==> src/rtl/ascon_reduced_round_permutation_defines.svh <==
// Assertion macros shared by the permutation RTL.
`ifndef ASCON_REDUCED_ROUND_PERMUTATION_DEFINES_SVH
`define ASCON_REDUCED_ROUND_PERMUTATION_DEFINES_SVH

// Same-cycle implication, sampled on clk, off during rst.
`define ARRP_ASSERT_NOW(label, ante, cons, msg) \
  label: assert property (@(posedge clk) disable iff (rst) (ante) |-> (cons)) \
    else $error(msg);

// Next-cycle implication, sampled on clk, off during rst.
`define ARRP_ASSERT_NEXT(label, ante, cons, msg) \
  label: assert property (@(posedge clk) disable iff (rst) (ante) |=> (cons)) \
    else $error(msg);

`endif

==> src/rtl/arrp_pkg.sv <==
// Types and constants of the reduced-round Ascon permutation.
package arrp_pkg;

  localparam int unsigned WORD_W   = 64;
  localparam int unsigned WORDS    = 5;
  localparam int unsigned RC_W     = 4;
  localparam int unsigned RC_COUNT = 12;
  localparam int unsigned APB_AW   = 3;

  localparam logic [RC_W-1:0] ROUND_COUNT_RESET = 4'd6;

  // Register index codes (paddr[2]).
  localparam logic REG_ROUND_COUNT = 1'b0;

  localparam logic [WORD_W-1:0] ROUND_CONST [RC_COUNT] = '{
    64'h0f00000000000000, 64'h8700000000000000,
    64'h4b00000000000000, 64'hc300000000000000,
    64'h2d00000000000000, 64'ha500000000000000,
    64'h6900000000000000, 64'he100000000000000,
    64'h1e00000000000000, 64'h9600000000000000,
    64'h5a00000000000000, 64'hd200000000000000
  };

  localparam int unsigned ROT_A [WORDS] = '{19, 61, 1, 10, 7};
  localparam int unsigned ROT_B [WORDS] = '{28, 39, 6, 17, 41};

  typedef logic [WORDS-1:0][WORD_W-1:0] state_t;

  typedef struct packed {
    logic [RC_W-1:0] rounds;
    state_t          words;
  } item_t;

  function automatic logic [WORD_W-1:0] rotl(input logic [WORD_W-1:0] v,
                                             input int unsigned r);
    rotl = (v << r) | (v >> (WORD_W - r));
  endfunction

endpackage

==> src/rtl/arrp_round_cell.sv <==
// One Ascon round stage: applies round IDX if the item asks for it, else passes on.
`include "ascon_reduced_round_permutation_defines.svh"

module arrp_round_cell #(
  parameter int unsigned IDX        = 0,
  parameter int unsigned MAX_ROUNDS = 12
) (
  input  logic           clk,
  input  logic           rst,
  input  logic           in_valid,
  output logic           in_ready,
  input  arrp_pkg::item_t in_item,
  output logic           out_valid,
  input  logic           out_ready,
  output arrp_pkg::item_t out_item
);

  logic            valid;
  arrp_pkg::item_t item;
  arrp_pkg::item_t item_next;
  arrp_pkg::state_t x;
  arrp_pkg::state_t y;
  logic            apply;

  assign apply = in_item.rounds > arrp_pkg::RC_W'(IDX);

  always_comb begin
    x = in_item.words;
    x[2] = x[2] ^ arrp_pkg::ROUND_CONST[IDX];
    y[0] = (x[4] & x[1]) ^ x[3] ^ (x[2] & x[1]) ^ x[2] ^ (x[1] & x[0]) ^ x[1] ^ x[0];
    y[1] = x[4] ^ (x[3] & x[2]) ^ (x[3] & x[1]) ^ x[3] ^ (x[2] & x[1]) ^ x[2]
         ^ x[1] ^ x[0];
    y[2] = ~((x[4] & x[3]) ^ x[4] ^ x[2] ^ x[1]);
    y[3] = (x[4] & x[0]) ^ x[4] ^ (x[3] & x[0]) ^ x[3] ^ x[2] ^ x[1] ^ x[0];
    y[4] = (x[4] & x[1]) ^ x[4] ^ x[3] ^ (x[1] & x[0]) ^ x[1];
    item_next.rounds = in_item.rounds;
    for (int k = 0; k < arrp_pkg::WORDS; k++) begin
      if (apply) begin
        item_next.words[k] = y[k] ^ arrp_pkg::rotl(y[k], arrp_pkg::ROT_A[k])
                           ^ arrp_pkg::rotl(y[k], arrp_pkg::ROT_B[k]);
      end else begin
        item_next.words[k] = in_item.words[k];
      end
    end
  end

  assign in_ready  = !valid || out_ready;
  assign out_valid = valid;
  assign out_item  = item;

  always_ff @(posedge clk) begin
    if (rst) begin
      valid <= 1'b0;
    end else if (in_ready) begin
      valid <= in_valid;
    end
  end

  always_ff @(posedge clk) begin
    if (in_ready && in_valid) begin
      item <= item_next;
    end
  end

  `ARRP_ASSERT_NEXT(cell_hold_a, valid && !out_ready, valid && $stable(item),
                    "round cell lost or changed a stalled item")
  `ARRP_ASSERT_NOW(cell_rounds_a, valid, item.rounds <= arrp_pkg::RC_W'(MAX_ROUNDS),
                   "round cell holds a count above the maximum")

endmodule

==> config.mk <==
export PLATFORM = sky130hd
export DESIGN_NAME = arrp_round_cell
export DESIGN_NICKNAME = d
export VERILOG_FILES = /design/src/rtl/arrp_pkg.sv /design/src/rtl/arrp_round_cell.sv
export VERILOG_INCLUDE_DIRS = /design/src /design/src/rtl
export SDC_FILE = /design/constraint.sdc
export NUM_CORES = 1
export LEC_CHECK = 0
export ABC_AREA = 0
export CAP_MARGIN = 40
export CORE_ASPECT_RATIO = 0.6
export CORE_MARGIN = 1.5
export CORE_UTILIZATION = 55
export CTS_CLUSTER_SIZE = 8
export DETAILED_ROUTE_END_ITERATION = 7
export DONT_BUFFER_PORTS = 1
export PLACE_DENSITY = 0.76
export RECOVER_POWER = 100
export REMOVE_ABC_BUFFERS = 1
export SLEW_MARGIN = 25
export SYNTH_ARGS = -nofsm -noshare
export SYNTH_HDL_FRONTEND = slang
export SYNTH_SLANG_ARGS = --single-unit
==> constraint.sdc <==
create_clock -name clk -period 8.85 [get_ports clk]
set_input_delay 0 -clock clk [delete_from_list [all_inputs] [get_ports clk]]
set_output_delay 0 -clock clk [all_outputs]
set_load 0.01 [all_outputs]
==> metrics.txt <==
final hold vios=1; core box area=54300 um^2; Synth Area in Simple Gates=12.7%; Slew Limit Fails=275; most instantiated cells after synthesis=353 x xnor2_1, 324 x edfxtp_1, 280 x nor2_1; worst path bufs/invs=2; total of max-cap violations=6; CTS Buf Count=47; warnings from Yosys=0; Worst Hold End=out_item[315]; pwr dens=220 nW/um^2; post-synthesis xor/xnor area fraction=42.4%; initial drt markers=3386; status=complete, but fails checks; failing checks=negative hold slack, max-capacitance violations, max-slew violations; post-synthesis mux area share=2.09%; Nets=3218; hold_ws=-15.2 ps; wire per inst=36.1 um; minimum clock period=5550 ps; vias in the first global route=22200; Compound-Gate Fraction of Synth Area=6.77%; routed vias/inst=6.52; Post-synth EDFFs=324; Synth area leader=edfxtp_1; post-synth top area share=32.1%; WP data arrival=5660 ps; final count of negative-setup-slack endpoints=0; total setup buffers inserted after CTS=0; dpl hpwl=99.6 mm; Post-DRT Antenna Nets=0; H-tree level count=2; final WL=131 mm; Rows=66; ys flop type=edfxtp_1; worst slack, placed=6430 ps; endpoint class of the critical path=flop; Skew-Pair Late Insertion Delay=600 ps; antenna violations before repair=11; number of instances in the placed design=3206; top-count cell post-synth=xnor2_1; first-pass GRT wire length=175 mm; via count=23700; drt pass-1 iters=7; CTS Root Cell=clkbuf_16; Setup Skew=12.9 ps; DRC viols=0; Die Y=185 um; synth top area cells=edfxtp_1 32%, xnor3_1 19%, xnor2_1 10%; Post-synth ARST share=0%; Crit Path Class=reg2reg; Peak VDD IR=137 uV; Tot GR Track Use=45.2%; Tcrit/Tclk final=62.7%; Crit path top cell by count=clkbuf_1; worst-path cell chain=nand2b_1, and2_0, clkbuf_1, clkbuf_1; Rel. slew slack=-126%; worst reg2reg path depth=4; main combinational cell family by area after synthesis=XOR/XNOR gates; worst min path class=in2reg; startpoint types=flop; Lkg Pwr=0.0145 uW; final setup margin=3300 ps; CP max stage cell=clkbuf_1; CTS sink cnt=325; synthesized instance count=2644; top cell family by delay on the critical path=buffers and inverters; Mean Syn Cell Area=11.5 um^2; CP peak stage delay=2440 ps; layout cells sized above 1=14.3%; reg2reg start=out_valid; Worst Path Max Fanout=55; Yosys reg bits=325; hold_sp=in_item[251]; Pwr Total=7750 uW; final core occ=64.7%; area grow syn2layout=16.1%; I/O Buffers=0; Cells on Worst Hold Path=3; CTS tree=yes; sequential share of the synthesized area=32.2%; Worst Tran Pin Value=3390 ps; global route total overflow=0; R2R Setup Slk=3300 ps; synth unique cells=39; fmax=180 MHz; CTS clk-pin slew, worst paths=50 ps; global placement routability congestion=1.02; die area=56600 um^2; width of the die=306 um; RR Endpoint=out_item[219]; Non-Filler Instances=3628; RSZ-0062 raised after global routing=false; adder and majority gate portion of the synthesized area=0%; IO Pins=654; clock buffer depth=3; Mapped Area=30300 um^2; initial core utilization=55.8%; TNS Setup=0 ps; largest net degree at the start of global routing=189; CP required=8960 ps
-- cell families after synthesis --
group	after synthesis
xor gates and xnor gates	899
and+or+nand+nor	773
AOI/OAI and AO/OA	397
DFF	325
buffers and inverters	194
muxes	56
-- metal layers --
layer | GRT usage, % | share of wire, % | wire length, um | up-vias
li1 | - | - | - | 9543
met1 | 57.4 | 36 | 47000 | 11600
met2 | 66.6 | 42 | 55300 | 2023
met3 | 19.8 | 16 | 20900 | 452
met4 | 21.4 | 5.9 | 7660 | 8
met5 | 0 | 0.043 | 56 | -
-- registers in the layout (all words and copies together), names as in the netlist --
register	flops
out_item	324
out_valid	1
-- worst max path at each step --
stage,startpoint,end,slack (ps),depth (start not counted)
detailed placement,out_valid,out_item[160],6430,4
floorplan,out_valid,out_item[0],250,2
CTS,out_valid,out_item[143],6400,4
global placement,out_valid,out_item[195],6200,3
finish,out_valid,out_item[219],3300,4
global route,out_valid,out_item[10],3160,4
-- stage by stage --
stage                     instance area (um^2)  hold WS (ps)
after floorplan                          29200          69.1
final                                    35200         -15.2
after global placement                   30200          69.5
after global routing                     35200          31.7
after CTS                                35200          5.24
after detailed placement                 30500          83.6
-- power by group --
group | internal, uW | switching [uW] | leakage [uW]
clock | 972 | 721 | 0.000620
sequential | 2280 | 380 | 0.00314
combinational | 1680 | 1730 | 0.0108
total | 4930 | 2830 | 0.0145
-- worst min-delay path: stages --
cell and delay, ps:
xnor2_1 90, xnor3_1 210, a21oi_1 90
-- what timing repair did --
action / CTS / global route
hold endpoints to repair: 347 / 0
hold buffers: 341 / 0
gates resized for setup: 0 / 0
-- layout make-up --
class / count / area [um^2]
Antenna cell: 8 / 20.0
Clock buffer: 61 / 1250
Clock inverter: 4 / 36.3
Fill cell: 4137 / 19200
Inverter: 2 / 7.51
Multi-Input combinational cell: 2125 / 19400
Sequential cell: 325 / 9750
Tap cell: 714 / 893
Timing Repair Buffer: 389 / 3800
-- cell usage in the layout, fill, tap and decap left out, types with 22 or more instances in the layout --
cell | Yosys | routed
xnor2_1 | 353 | 347
dlygate4sd3_1 | 0 | 341
edfxtp_1 | 324 | 324
nor2_1 | 280 | 280
xnor3_1 | 249 | 249
a21oi_1 | 218 | 218
nand2_1 | 179 | 179
xnor2_2 | 166 | 172
o21ai_0 | 45 | 118
xor2_1 | 97 | 98
nor2b_1 | 84 | 84
nor3_1 | 81 | 81
and3_1 | 60 | 60
mux2_2 | 54 | 52
clkbuf_16 | 0 | 48
o21ai_1 | 114 | 41
nor3_2 | 37 | 37
xor2_2 | 26 | 25
and2b_1 | 23 | 23
buf_4 | 10 | 22
Note: power is estimated with default switching activity, not from simulation.
