**config.mk**
```make
export PLATFORM = sky130hd
export DESIGN_NAME = arrp_apb_regs
export DESIGN_NICKNAME = d
export VERILOG_FILES = /design/src/rtl/ascon_reduced_round_permutation_defines.svh /design/src/rtl/arrp_pkg.sv /design/src/rtl/arrp_apb_regs.sv
export SDC_FILE = /design/constraint.sdc
export NUM_CORES = 1
export LEC_CHECK = 0
export BUFFER_PORTS_ARGS = -buffer_cell sky130_fd_sc_hd__clkbuf_2
export CAP_MARGIN = 10
export CORE_UTILIZATION = 24
export DETAILED_ROUTE_END_ITERATION = 16
export PLACE_DENSITY = 0.76
export SLEW_MARGIN = 10
export SYNTH_ARGS = -nofsm -noshare
export SYNTH_HDL_FRONTEND = slang
export SYNTH_SLANG_ARGS = --single-unit
export TNS_END_PERCENT = 30
```
**constraint.sdc**
```tcl
create_clock -name clk -period 0.8 [get_ports clk]
set_input_delay 0.04 -clock clk [delete_from_list [all_inputs] [get_ports clk]]
set_output_delay 0.04 -clock clk [all_outputs]
set_load 0.03 [all_outputs]
```
**src/rtl/ascon_reduced_round_permutation_defines.svh**
```systemverilog
// Assertion macros shared by the permutation RTL.
`ifndef ASCON_REDUCED_ROUND_PERMUTATION_DEFINES_SVH
`define ASCON_REDUCED_ROUND_PERMUTATION_DEFINES_SVH

// Same-cycle implication, sampled on clk, off during rst.
`define ARRP_ASSERT_NOW(label, ante, cons, msg) \
  label: assert property (@(posedge clk) disable iff (rst) (ante) |-> (cons)) \
    else $error(msg);

// Next-cycle implication, sampled on clk, off during rst.
`define ARRP_ASSERT_NEXT(label, ante, cons, msg) \
  label: assert property (@(posedge clk) disable iff (rst) (ante) |=> (cons)) \
    else $error(msg);

`endif

```
**src/rtl/arrp_pkg.sv**
```systemverilog
// Types and constants of the reduced-round Ascon permutation.
package arrp_pkg;

  localparam int unsigned WORD_W   = 64;
  localparam int unsigned WORDS    = 5;
  localparam int unsigned RC_W     = 4;
  localparam int unsigned RC_COUNT = 12;
  localparam int unsigned APB_AW   = 3;

  localparam logic [RC_W-1:0] ROUND_COUNT_RESET = 4'd6;

  // Register index codes (paddr[2]).
  localparam logic REG_ROUND_COUNT = 1'b0;

  localparam logic [WORD_W-1:0] ROUND_CONST [RC_COUNT] = '{
    64'h0f00000000000000, 64'h8700000000000000,
    64'h4b00000000000000, 64'hc300000000000000,
    64'h2d00000000000000, 64'ha500000000000000,
    64'h6900000000000000, 64'he100000000000000,
    64'h1e00000000000000, 64'h9600000000000000,
    64'h5a00000000000000, 64'hd200000000000000
  };

  localparam int unsigned ROT_A [WORDS] = '{19, 61, 1, 10, 7};
  localparam int unsigned ROT_B [WORDS] = '{28, 39, 6, 17, 41};

  typedef logic [WORDS-1:0][WORD_W-1:0] state_t;

  typedef struct packed {
    logic [RC_W-1:0] rounds;
    state_t          words;
  } item_t;

  function automatic logic [WORD_W-1:0] rotl(input logic [WORD_W-1:0] v,
                                             input int unsigned r);
    rotl = (v << r) | (v >> (WORD_W - r));
  endfunction

endpackage

```
**src/rtl/arrp_apb_regs.sv**
```systemverilog
// APB register file holding the round count.
module arrp_apb_regs (
  input  logic                        clk,
  input  logic                        rst,
  input  logic                        psel,
  input  logic                        penable,
  input  logic                        pwrite,
  input  logic [arrp_pkg::APB_AW-1:0] paddr,
  input  logic [31:0]                 pwdata,
  output logic [31:0]                 prdata,
  output logic                        pready,
  output logic [arrp_pkg::RC_W-1:0]   round_count
);

  logic reg_index;

  assign reg_index = paddr[2];
  assign pready    = 1'b1;

  always_ff @(posedge clk) begin
    if (rst) begin
      round_count <= arrp_pkg::ROUND_COUNT_RESET;
    end else if (psel && penable && pwrite && pready
                 && reg_index == arrp_pkg::REG_ROUND_COUNT) begin
      round_count <= pwdata[arrp_pkg::RC_W-1:0];
    end
  end

  always_comb begin
    case (reg_index)
      arrp_pkg::REG_ROUND_COUNT: prdata = {{(32-arrp_pkg::RC_W){1'b0}}, round_count};
      default:                   prdata = '0;
    endcase
  end

endmodule

```
==> reports/summary.md, run 1 <==
## Placement
• -0.0209 ns — post-placement setup slack
• 0.667 — RD Place Congestion
• 558 um — placed wire-length estimate
• 17 — I/O Buffers

## Critical path
• 0.89 ns — critical path arrival
• 0.76 ns — Required @ worst endpoint
• flip-flops — family with the most delay on the worst path
• register — startpoint class of the critical path
• reg2out — crit path kind
• 3 — highest net fanout along the worst path
• sky130_fd_sc_hd__dfxtp_2 — Slowest cell on crit path
• primary output — Worst setup EP type
• 0.32 ns — Slowest Stage Delay on Critical Path
• and2b_2 > buf_8 — critical-path cell list
• 1 — crit path buf inv count

## Global route
• 0.176 — GR met2 Demand/Resource
• met2 — layer with the highest usage
• 0.0342 — met1 track demand over resource in global routing
• 0 — antenna violations before repair
• 0 — GRT Residual Overflow
• 277 — number of global-route vias before repair
• 0.0767 — total global-route track usage
• 0.0240 — met3 Resource Use GR
• 9 — largest net degree at the start of global routing
• 1010 um — global-route wire length before repair

## Clocking
• 1 — Clock H-tree levels
• 4 — number of clock sinks
• 0 — hold buffer count at cts
• sky130_fd_sc_hd__clkbuf_4 — CTS root buf
• 2 — number of buffers on the longest clock path
• 0.04 ns — register clock-pin slew on the reported worst setup and hold paths
• 0.23 ns — Clk Latency, worst-skew pair
• 3 — number of buffers added by the clock tree synthesis step
• done — clock tree from TritonCTS

## Yosys
• 0.0907 — multiplexer area fraction after synthesis
• sky130_fd_sc_hd__buf_4 — cell accounting for the most synthesized area
• 53 — cell count after synthesis
• 0.181 — share of synthesized area occupied by flip-flops and latches
• 9 — number of distinct library cells after synthesis
• 442 sq um — post-synthesis instance area
• 0 — adder-cell share of the synthesized area
• 8.33 sq um — syn_area_per_cell
• buffers and inverters — main combinational cell family by area after synthesis
• 0 — XOR/XNOR Fraction of Synth Area
• 0 — Yosys warning count
• 4 — Synth Register Bits
• 0.493 — proportion of netlist area held by the largest area contributor
• 0.193 — post-synthesis simple-gate area fraction
• 0 — synthesized-area fraction occupied by ao, oa, aoi and oai cells
• sky130_fd_sc_hd__buf_4 (49%), sky130_fd_sc_hd__dfxtp_1 (18%), sky130_fd_sc_hd__mux2i_1 (9.1%) — ranking of synthesized cells by area

## Power and ir drop
• 0.318 mW — Switching Power
• 420 uV — highest ir drop seen on vdd
• 0.389 — combinational fraction of design power
• 0.278 nW — Static Leakage
• 0.434 mW — internal portion of total power
• 0.423 — switching portion of total power
• 0.333 — part of the total power dissipated in the clock network
• 1460 nW/um^2 — Cell Pwr Density
• 0.752 mW — Power Total
• 0.278 — sequential fraction of design power

## Drt
• 1 — first-pass iteration count of the detailed router
• 7.14 um — average routed wire per standard cell
• 0 — drt initial violations
• 685 um — sum of routed wire length over all layers
• 0 — number of DRC violations after detailed routing
• 3.11 — vias per std cell
• 0 — number of routed nets with antenna violations
• 299 — number of vias after detailed routing

## Die
• 0.256 — initial cell density of the core
• 1730 sq um — core area
• 15 — Site Rows
• 44.9 um — Vert. Die Dim
• 77 — top-level I/O count
• 44.9 um — chip width
• 2020 sq um — Die ar.

## Final layout
• 4 — max FFs per register
• sky130_fd_sc_hd__conb_1 — commonest non-fill, non-tap cell in the layout
• 0 — antenna cells
• 0.299 — final core utilization
• 113 — final-stage net count
• 0.408 — fraction of final layout cells sized beyond drive strength 1
• round_count: 4 flops — Largest regs
• 16.7% — Layout area overhead
• round_count — Most flops, register
• sky130_fd_sc_hd__conb_1 (29), sky130_fd_sc_hd__clkbuf_2 (9), sky130_fd_sc_hd__clkbuf_4 (5) — most frequent cells in the layout

## STA
• 0 — final count of hold timing violations
• 0.929 ns — time the final worst path needs with I/O delays and setup
• -0.129 ns — setup slack of the critical path after layout
• 4 — number of endpoints failing setup at the final stage
• 0 — Final Max Slew Viols
• 1.16 — fraction of the cycle the final worst path needs
• 0 ns — Worst Skew
• yes — setup repair after global routing missed its margin
• 0.0601 ns — hold slack final
• -0.483 ns — summed negative setup slack over all endpoints
• 1080 MHz — peak clock frequency supported by timing

## Outcome
• finished, violations left — status
• setup timing — violations in the final reports

## Flow run
• 0 — max_cap viols

## Hold path
• in2reg — worst hold-check path type

## path summary, 6_finish.rpt
path                         end  cells after the start            from  slack [ns]
setup / recovery       prdata[1]                      2  round_count[1]       -0.13
hold / removal    round_count[0]                      3       pwdata[0]        0.06
setup reg to reg  round_count[2]                      2  round_count[2]        0.19
hold reg to reg   round_count[0]                      2  round_count[0]        0.49
## power groups by stage
stage | combinational (mW) | clock, mW | sequential [mW]
after CTS | 0.285 | 0.262 | 0.209
after floorplan | 0.330 | 0 | 0.220
after global placement | 0.268 | 0 | 0.211
after detailed placement | 0.270 | 0 | 0.212
after global routing | 0.312 | 0.268 | 0.209
final | 0.293 | 0.251 | 0.209
## final cells by class
class	count	area [sq um]
fillers	195	1210
multi-input cells	46	234
repair buffers	18	143
flip-flops and latches	4	85.1
well taps	25	31.3
clock buffers	3	22.5
## cell usage after synthesis, drive strengths merged
cell type   n
nand2b      4
dfxtp       4
conb        2
and4b       1
mux2i       4
buf        30
nor2        4
and2b       4
## logic make-up (layout without fill, tap and decap cells)
| group | count (synthesis) | count (layout) |
|---|---|---|
| buf+inv | 30 | 21 |
| simple gates | 13 | 13 |
| flops | 4 | 4 |
| mux | 4 | 4 |
| other cells | 2 | 29 |
## metrics by stage
step | instance area [sq um] | cells
2_1_floorplan | 544 | 80
3_3_place_gp | 439 | 93
3_5_place_dp | 439 | 93
4_1_cts | 510 | 96
5_1_grt | 515 | 96
6_report | 515 | 96
## repair_timing
item,in CTS,in global routing
endpoints found under the setup margin,8,7
gates resized for setup,15,6
gates cloned,0,0
setup buffers,0,0
pin swaps,0,0
## worst reg2reg max path, cell delays in order, from the launching register on
cell and delay [ns]:
sky130_fd_sc_hd__dfxtp_2 0.32, sky130_fd_sc_hd__nor2_1 0.10, sky130_fd_sc_hd__mux2i_1 0.07
## metal layers
layer / up-vias / wire length, um
li1: 140 / -
met1: 140 / 142
met2: 19 / 495
met3: 0 / 48
met4: 0 / 0
met5: - / 0
No activity file was read; power rests on OpenSTA's default activity.
==> inputs of run 2 (changes only) <==
--- a/config.mk
+++ b/config.mk
@@ -7,9 +7,11 @@
 export LEC_CHECK = 0
 export BUFFER_PORTS_ARGS = -buffer_cell sky130_fd_sc_hd__clkbuf_2
 export CAP_MARGIN = 10
+export CORE_ASPECT_RATIO = 1.4
 export CORE_UTILIZATION = 24
 export DETAILED_ROUTE_END_ITERATION = 16
 export PLACE_DENSITY = 0.76
+export REMOVE_ABC_BUFFERS = 1
 export SLEW_MARGIN = 10
 export SYNTH_ARGS = -nofsm -noshare
 export SYNTH_HDL_FRONTEND = slang
==> reports/summary.md, run 2 (synthesis results as in run 1) <==
## Power and ir drop
• 1380 nW/um^2 — Cell Pwr Density, -5.1%
• 0.752 mW — Power Total, about the same
• 308 uV — highest ir drop seen on vdd, -27%
• 0.440 mW — internal portion of total power, +1.3%
• 0.415 — switching portion of total power, -0.00791
• 0.294 nW — Static Leakage, +5.7%
• 0.312 mW — Switching Power, -1.9%
• 0.399 — combinational fraction of design power, +0.010
• 0.324 — part of the total power dissipated in the clock network, -0.009
• 0.278 — sequential fraction of design power, about the same

## Placement
• 88 — placed instance count, -5.4%
• 510 um — placed wire-length estimate, -8.6%
• 432 sq um — cell area after placement, -1.7%
• 17 — I/O Buffers, unchanged
• 0.430 — RD Place Congestion, -36%
• -0.0156 ns — post-placement setup slack, +0.00531 ns

## Global route
• 0 — antenna violations before repair, unchanged
• 9 — largest net degree at the start of global routing, unchanged
• 0 — GRT Residual Overflow, unchanged
• 910 um — global-route wire length before repair, -9.6%
• 0.0756 — total global-route track usage, -0.00111
• 253 — number of global-route vias before repair, -8.7%

## Outcome
• finished, violations left — status
• setup timing — violations in the final reports

## Final layout
• 115 — final-stage net count, +1.8%
• round_count — Most flops, register
• 543 sq um — finished layout cell area, +5.3%
• 93 — post-route non-filler standard cell count, -3.1%
• sky130_fd_sc_hd__conb_1 — commonest non-fill, non-tap cell in the layout
• 85.1 sq um — storage element area, unchanged
• 234 sq um — footprint of the multi-input gates, unchanged
• 185 — fill cell count, -5.1%
• round_count: 4 flops — Largest regs
• sky130_fd_sc_hd__conb_1 (29), sky130_fd_sc_hd__clkbuf_2 (9), sky130_fd_sc_hd__buf_8 (6) — most frequent cells in the layout
• 0.425 — fraction of final layout cells sized beyond drive strength 1, +0.0162
• 4 — max FFs per register, unchanged
• 0 — antenna cells, unchanged
• 22.9% — Layout area overhead

## Die
• 52.8 um — Vert. Die Dim, +18%
• 1730 sq um — core area, +0.43%
• 77 — top-level I/O count, unchanged
• 38.3 um — chip width, -15%
• 2020 sq um — Die ar., +0.12%
• 18 — Site Rows, +3
• 0.255 — initial cell density of the core, -0.00111

## Critical path
• primary output — Worst setup EP type
• 3 — highest net fanout along the worst path, unchanged
• and2b_2 > buf_8 — critical-path cell list
• 0.31 ns — Slowest Stage Delay on Critical Path, about the same
• sky130_fd_sc_hd__dfxtp_2 — Slowest cell on crit path
• 0.88 ns — critical path arrival, about the same
• 0.76 ns — Required @ worst endpoint, about the same
• 3 — depth of the worst register-to-register path, +1
• reg2out — crit path kind
• register — startpoint class of the critical path

## Drt
• 0 — number of routed nets with antenna violations, unchanged
• 674 um — sum of routed wire length over all layers, -1.6%
• 3.41 — vias per std cell, +9.4%
• 1 — drt initial violations, +1
• 317 — number of vias after detailed routing, +6.0%
• 2 — first-pass iteration count of the detailed router, +1
• 7.25 um — average routed wire per standard cell, +1.6%
• 0 — number of DRC violations after detailed routing, unchanged

## STA
• 0.919 ns — time the final worst path needs with I/O delays and setup, -0.0103 ns
• 0 — Final Max Slew Viols, unchanged
• 0.0508 ns — hold slack final, -0.00931 ns
• 0 — final count of hold timing violations, unchanged
• yes — setup repair after global routing missed its margin
• 6 — number of endpoints failing setup at the final stage, +2
• 1.15 — fraction of the cycle the final worst path needs, -0.0128
• 0 ns — Worst Skew, unchanged
• -0.119 ns — setup slack of the critical path after layout, +0.0103 ns
• 1090 MHz — peak clock frequency supported by timing, +1.1%

## Clocking
• 0 — hold buffer count at cts, unchanged
• 4 — number of clock sinks, unchanged
• 3 — number of buffers added by the clock tree synthesis step, unchanged
• 0.04 ns — register clock-pin slew on the reported worst setup and hold paths, about the same
• sky130_fd_sc_hd__clkbuf_4 — CTS root buf
• 0.23 ns — Clk Latency, worst-skew pair, about the same
• 2 — number of buffers on the longest clock path, unchanged
• 1 — Clock H-tree levels, unchanged
• done — clock tree from TritonCTS

## Hold path
• in2reg — worst hold-check path type
• 3 — Hold Path Depth, unchanged

## Flow run
• 0 — max_cap viols, unchanged

-- run 2: cell types whose count changed in the layout (fill, tap and decap cells not counted) --
cell	previous run	this run
sky130_fd_sc_hd__buf_8	4	6
sky130_fd_sc_hd__buf_6	0	1
sky130_fd_sc_hd__buf_4	3	2
-- run 2: path summary, 6_finish.rpt --
check / start / endpoint / slack (ns)
setup / recovery: round_count[2] / prdata[2] / -0.12
hold / removal: pwdata[3] / round_count[3] / 0.05
setup reg to reg: round_count[3] / round_count[3] / 0.11
hold reg to reg: round_count[1] / round_count[1] / 0.51
-- run 2: final cells by class --
type                    count  area share
flip-flops and latches      4       0.157
well taps                  20      0.0461
clock buffers               3      0.0415
repair buffers             20       0.325
multi-input cells          46       0.431
-- run 2: stage by stage --
| step | TNS, ns | utilization |
|---|---|---|
| floorplan | -0.0981 | - |
| global placement | 0 | 0.249 |
| detailed placement | -0.0161 | 0.249 |
| CTS | -0.650 | 0.309 |
| global route | -0.654 | 0.313 |
| finish | -0.523 | 0.313 |
-- run 2: routing by layer --
metal / track usage / vias up / share of wire
li1: - / 145 / -
met3: 0.0128 / 2 / 0.14
met4: 0.107 / 0 / 0.010
met5: 0 / - / 0
met1: 0.0230 / 136 / 0.22
met2: 0.167 / 34 / 0.64
-- run 2: power by group through the flow --
stage | sequential [mW] | combinational, mW | clock, mW
floorplan | 0.220 | 0.217 | 0
finish | 0.209 | 0.300 | 0.243
global placement | 0.211 | 0.268 | 0
global route | 0.209 | 0.320 | 0.265
detailed placement | 0.211 | 0.269 | 0
CTS | 0.208 | 0.290 | 0.264
-- run 2: worst max-delay path, delay by kind of cell (launching register included) --
| family | cells | cell delay (ns) |
|---|---|---|
| flip-flops | 1 | 0.31 |
| AND/OR/NAND/NOR | 1 | 0.20 |
| buffers and inverters | 1 | 0.13 |
-- run 2: repair_timing --
action | CTS | global route
buffers inserted | 2 | 0
setup endpoints to repair | 8 | 7
resized for setup | 19 | 6
endpoints found under the hold margin | 0 | 0
==> inputs of run 3 (changes only) <==
--- a/config.mk
+++ b/config.mk
@@ -12,6 +12,7 @@
 export DETAILED_ROUTE_END_ITERATION = 16
 export PLACE_DENSITY = 0.76
 export REMOVE_ABC_BUFFERS = 1
+export SKIP_LAST_GASP = 1
 export SLEW_MARGIN = 10
 export SYNTH_ARGS = -nofsm -noshare
 export SYNTH_HDL_FRONTEND = slang
==> reports/summary.md, run 3 (synthesis results as in run 1) <==
## Outcome
• finished, violations left — status
• setup timing — violations in the final reports

## Global route
• 834 um — global-route wire length before repair, -8.4%
• 9 — largest net degree at the start of global routing, unchanged
• 0 — antenna violations before repair, unchanged
• 0 — GRT Residual Overflow, unchanged
• 241 — number of global-route vias before repair, -4.7%
• 0.0688 — total global-route track usage, -0.00680

## Final layout
• 93 — post-route non-filler standard cell count, unchanged
• sky130_fd_sc_hd__conb_1 (29), sky130_fd_sc_hd__clkbuf_2 (13) — most frequent cells in the layout
• 0.425 — fraction of final layout cells sized beyond drive strength 1, unchanged
• 4 — max FFs per register, unchanged
• sky130_fd_sc_hd__conb_1 — commonest non-fill, non-tap cell in the layout
• 115 — final-stage net count, unchanged
• 16.1% — Layout area overhead
• round_count — Most flops, register
• 190 — fill cell count, +2.7%
• 0 — antenna cells, unchanged
• round_count: 4 flops — Largest regs

## Critical path
• round_count[0] — beginning of the critical path
• 1 — crit path buf inv count, unchanged
• flip-flops — family with the most delay on the worst path
• primary output — Worst setup EP type
• 0.76 ns — Required @ worst endpoint, about the same
• sky130_fd_sc_hd__dfxtp_2 — Slowest cell on crit path
• reg2out — crit path kind
• 0.88 ns — critical path arrival, about the same
• register — startpoint class of the critical path
• round_count[3] — reg2reg start
• 0.30 ns — Slowest Stage Delay on Critical Path, about the same
• and2b_2 > clkbuf_8 — critical-path cell list
• 2 — highest net fanout along the worst path, -1

## STA
• -0.121 ns — setup slack of the critical path after layout, -0.00220 ns
• 1.15 — fraction of the cycle the final worst path needs, +0.00275
• 0 ns — Worst Skew, unchanged
• yes — setup repair after global routing missed its margin
• 6 — number of endpoints failing setup at the final stage, unchanged
• 0 — final count of hold timing violations, unchanged
• 0.921 ns — time the final worst path needs with I/O delays and setup, +0.00220 ns
• 1090 MHz — peak clock frequency supported by timing, -0.24%
• 0 — Final Max Slew Viols, unchanged

## Power and ir drop
• 0.417 — switching portion of total power, +0.00147
• 1450 nW/um^2 — Cell Pwr Density, +4.6%
• 0.309 mW — Switching Power, -0.82%
• 0.743 mW — Power Total, -1.2%
• 307 uV — highest ir drop seen on vdd, -0.55%
• 0.327 — part of the total power dissipated in the clock network, +0.003
• 0.433 mW — internal portion of total power, -1.4%
• 0.392 — combinational fraction of design power, -0.007
• 0.280 — sequential fraction of design power, +0.002
• 0.286 nW — Static Leakage, -2.6%

## Clocking
• 0.04 ns — register clock-pin slew on the reported worst setup and hold paths, about the same
• 2 — number of buffers on the longest clock path, unchanged
• sky130_fd_sc_hd__clkbuf_4 — CTS root buf
• 0.23 ns — Clk Latency, worst-skew pair, about the same
• 3 — number of buffers added by the clock tree synthesis step, unchanged
• 1 — Clock H-tree levels, unchanged
• done — clock tree from TritonCTS
• 4 — number of clock sinks, unchanged
• 0 — hold buffer count at cts, unchanged

## Drt
• 2 — first-pass iteration count of the detailed router, unchanged
• 318 — number of vias after detailed routing, +0.32%
• 6.80 um — average routed wire per standard cell, -6.2%
• 141 um — total routed wire length on the met1 layer, -2.8%
• 0 — number of routed nets with antenna violations, unchanged
• met4 — top routing layer used
• 0 — number of DRC violations after detailed routing, unchanged
• 3.42 — vias per std cell, +0.32%
• 1 — drt initial violations, unchanged
• 384 um — met2 wire len, -10%
• 632 um — sum of routed wire length over all layers, -6.2%
• 99 um — metal3 WL, +8.8%

## Die
• 1730 sq um — core area, unchanged
• 2020 sq um — Die ar., unchanged
• 18 — Site Rows, unchanged
• 38.3 um — chip width, unchanged
• 0.255 — initial cell density of the core, unchanged
• 52.8 um — Vert. Die Dim, unchanged
• 77 — top-level I/O count, unchanged

## Placement
• 17 — I/O Buffers, unchanged
• -0.0156 ns — post-placement setup slack, unchanged
• 0.430 — RD Place Congestion, unchanged
• 510 um — placed wire-length estimate, unchanged
• 88 — placed instance count, unchanged

## Hold path
• in2reg — worst hold-check path type
• pwdata[3] — hold path startpoint

## Flow run
• 0 — max_cap viols, unchanged

==> run 3: layout make-up <==
| cell class | count | area [sq um] | share of cell area |
|---|---|---|---|
| repair buffers | 20 | 146 | 0.285 |
| flip-flops and latches | 4 | 85.1 | 0.166 |
| well taps | 20 | 25.0 | 0.0488 |
| clock buffers | 3 | 22.5 | 0.0439 |
| multi-input cells | 46 | 234 | 0.456 |
==> run 3: worst paths after layout <==
path	slack (ns)	end	cells past startpoint
min	0.05	round_count[3]	3
max reg2reg	0.13	round_count[3]	3
min reg2reg	0.51	round_count[1]	2
max	-0.12	prdata[0]	2
==> run 3: tightest hold or removal path: stages <==
cell,delay (ns)
sky130_fd_sc_hd__clkbuf_2,0.08
sky130_fd_sc_hd__nand2b_1,0.06
sky130_fd_sc_hd__mux2i_1,0.06
==> run 3: stage by stage <==
stage	hold WS [ns]	utilization	instance area [sq um]	TNS, ns
floorplan	0.195	-	314	-0.0981
global placement	0.290	0.249	432	0
detailed placement	0.304	0.249	432	-0.0161
CTS	0.0437	0.293	508	-0.732
global route	0.0824	0.296	513	-0.786
finish	0.0505	0.296	513	-0.610
==> run 3: power by group through the flow <==
stage | Combinational [mW] | Clock, mW | Sequential (mW)
after floorplan | 0.217 | 0 | 0.220
after global placement | 0.268 | 0 | 0.211
after detailed placement | 0.269 | 0 | 0.211
after CTS | 0.285 | 0.264 | 0.208
after global routing | 0.311 | 0.266 | 0.209
final | 0.292 | 0.243 | 0.208
==> run 3: metal layers <==
layer | GRT usage | up-vias
met3 | 0.0128 | 2
met2 | 0.144 | 34
met5 | 0 | -
met1 | 0.0230 | 137
li1 | - | 145
met4 | 0.107 | 0
==> run 3: what timing repair did <==
item / CTS / global route
gates cloned: 0 / 0
endpoints found under the setup margin: 8 / 8
gates resized for setup: 11 / 4
setup buffers: 2 / 0
hold endpoints to repair: 0 / 0
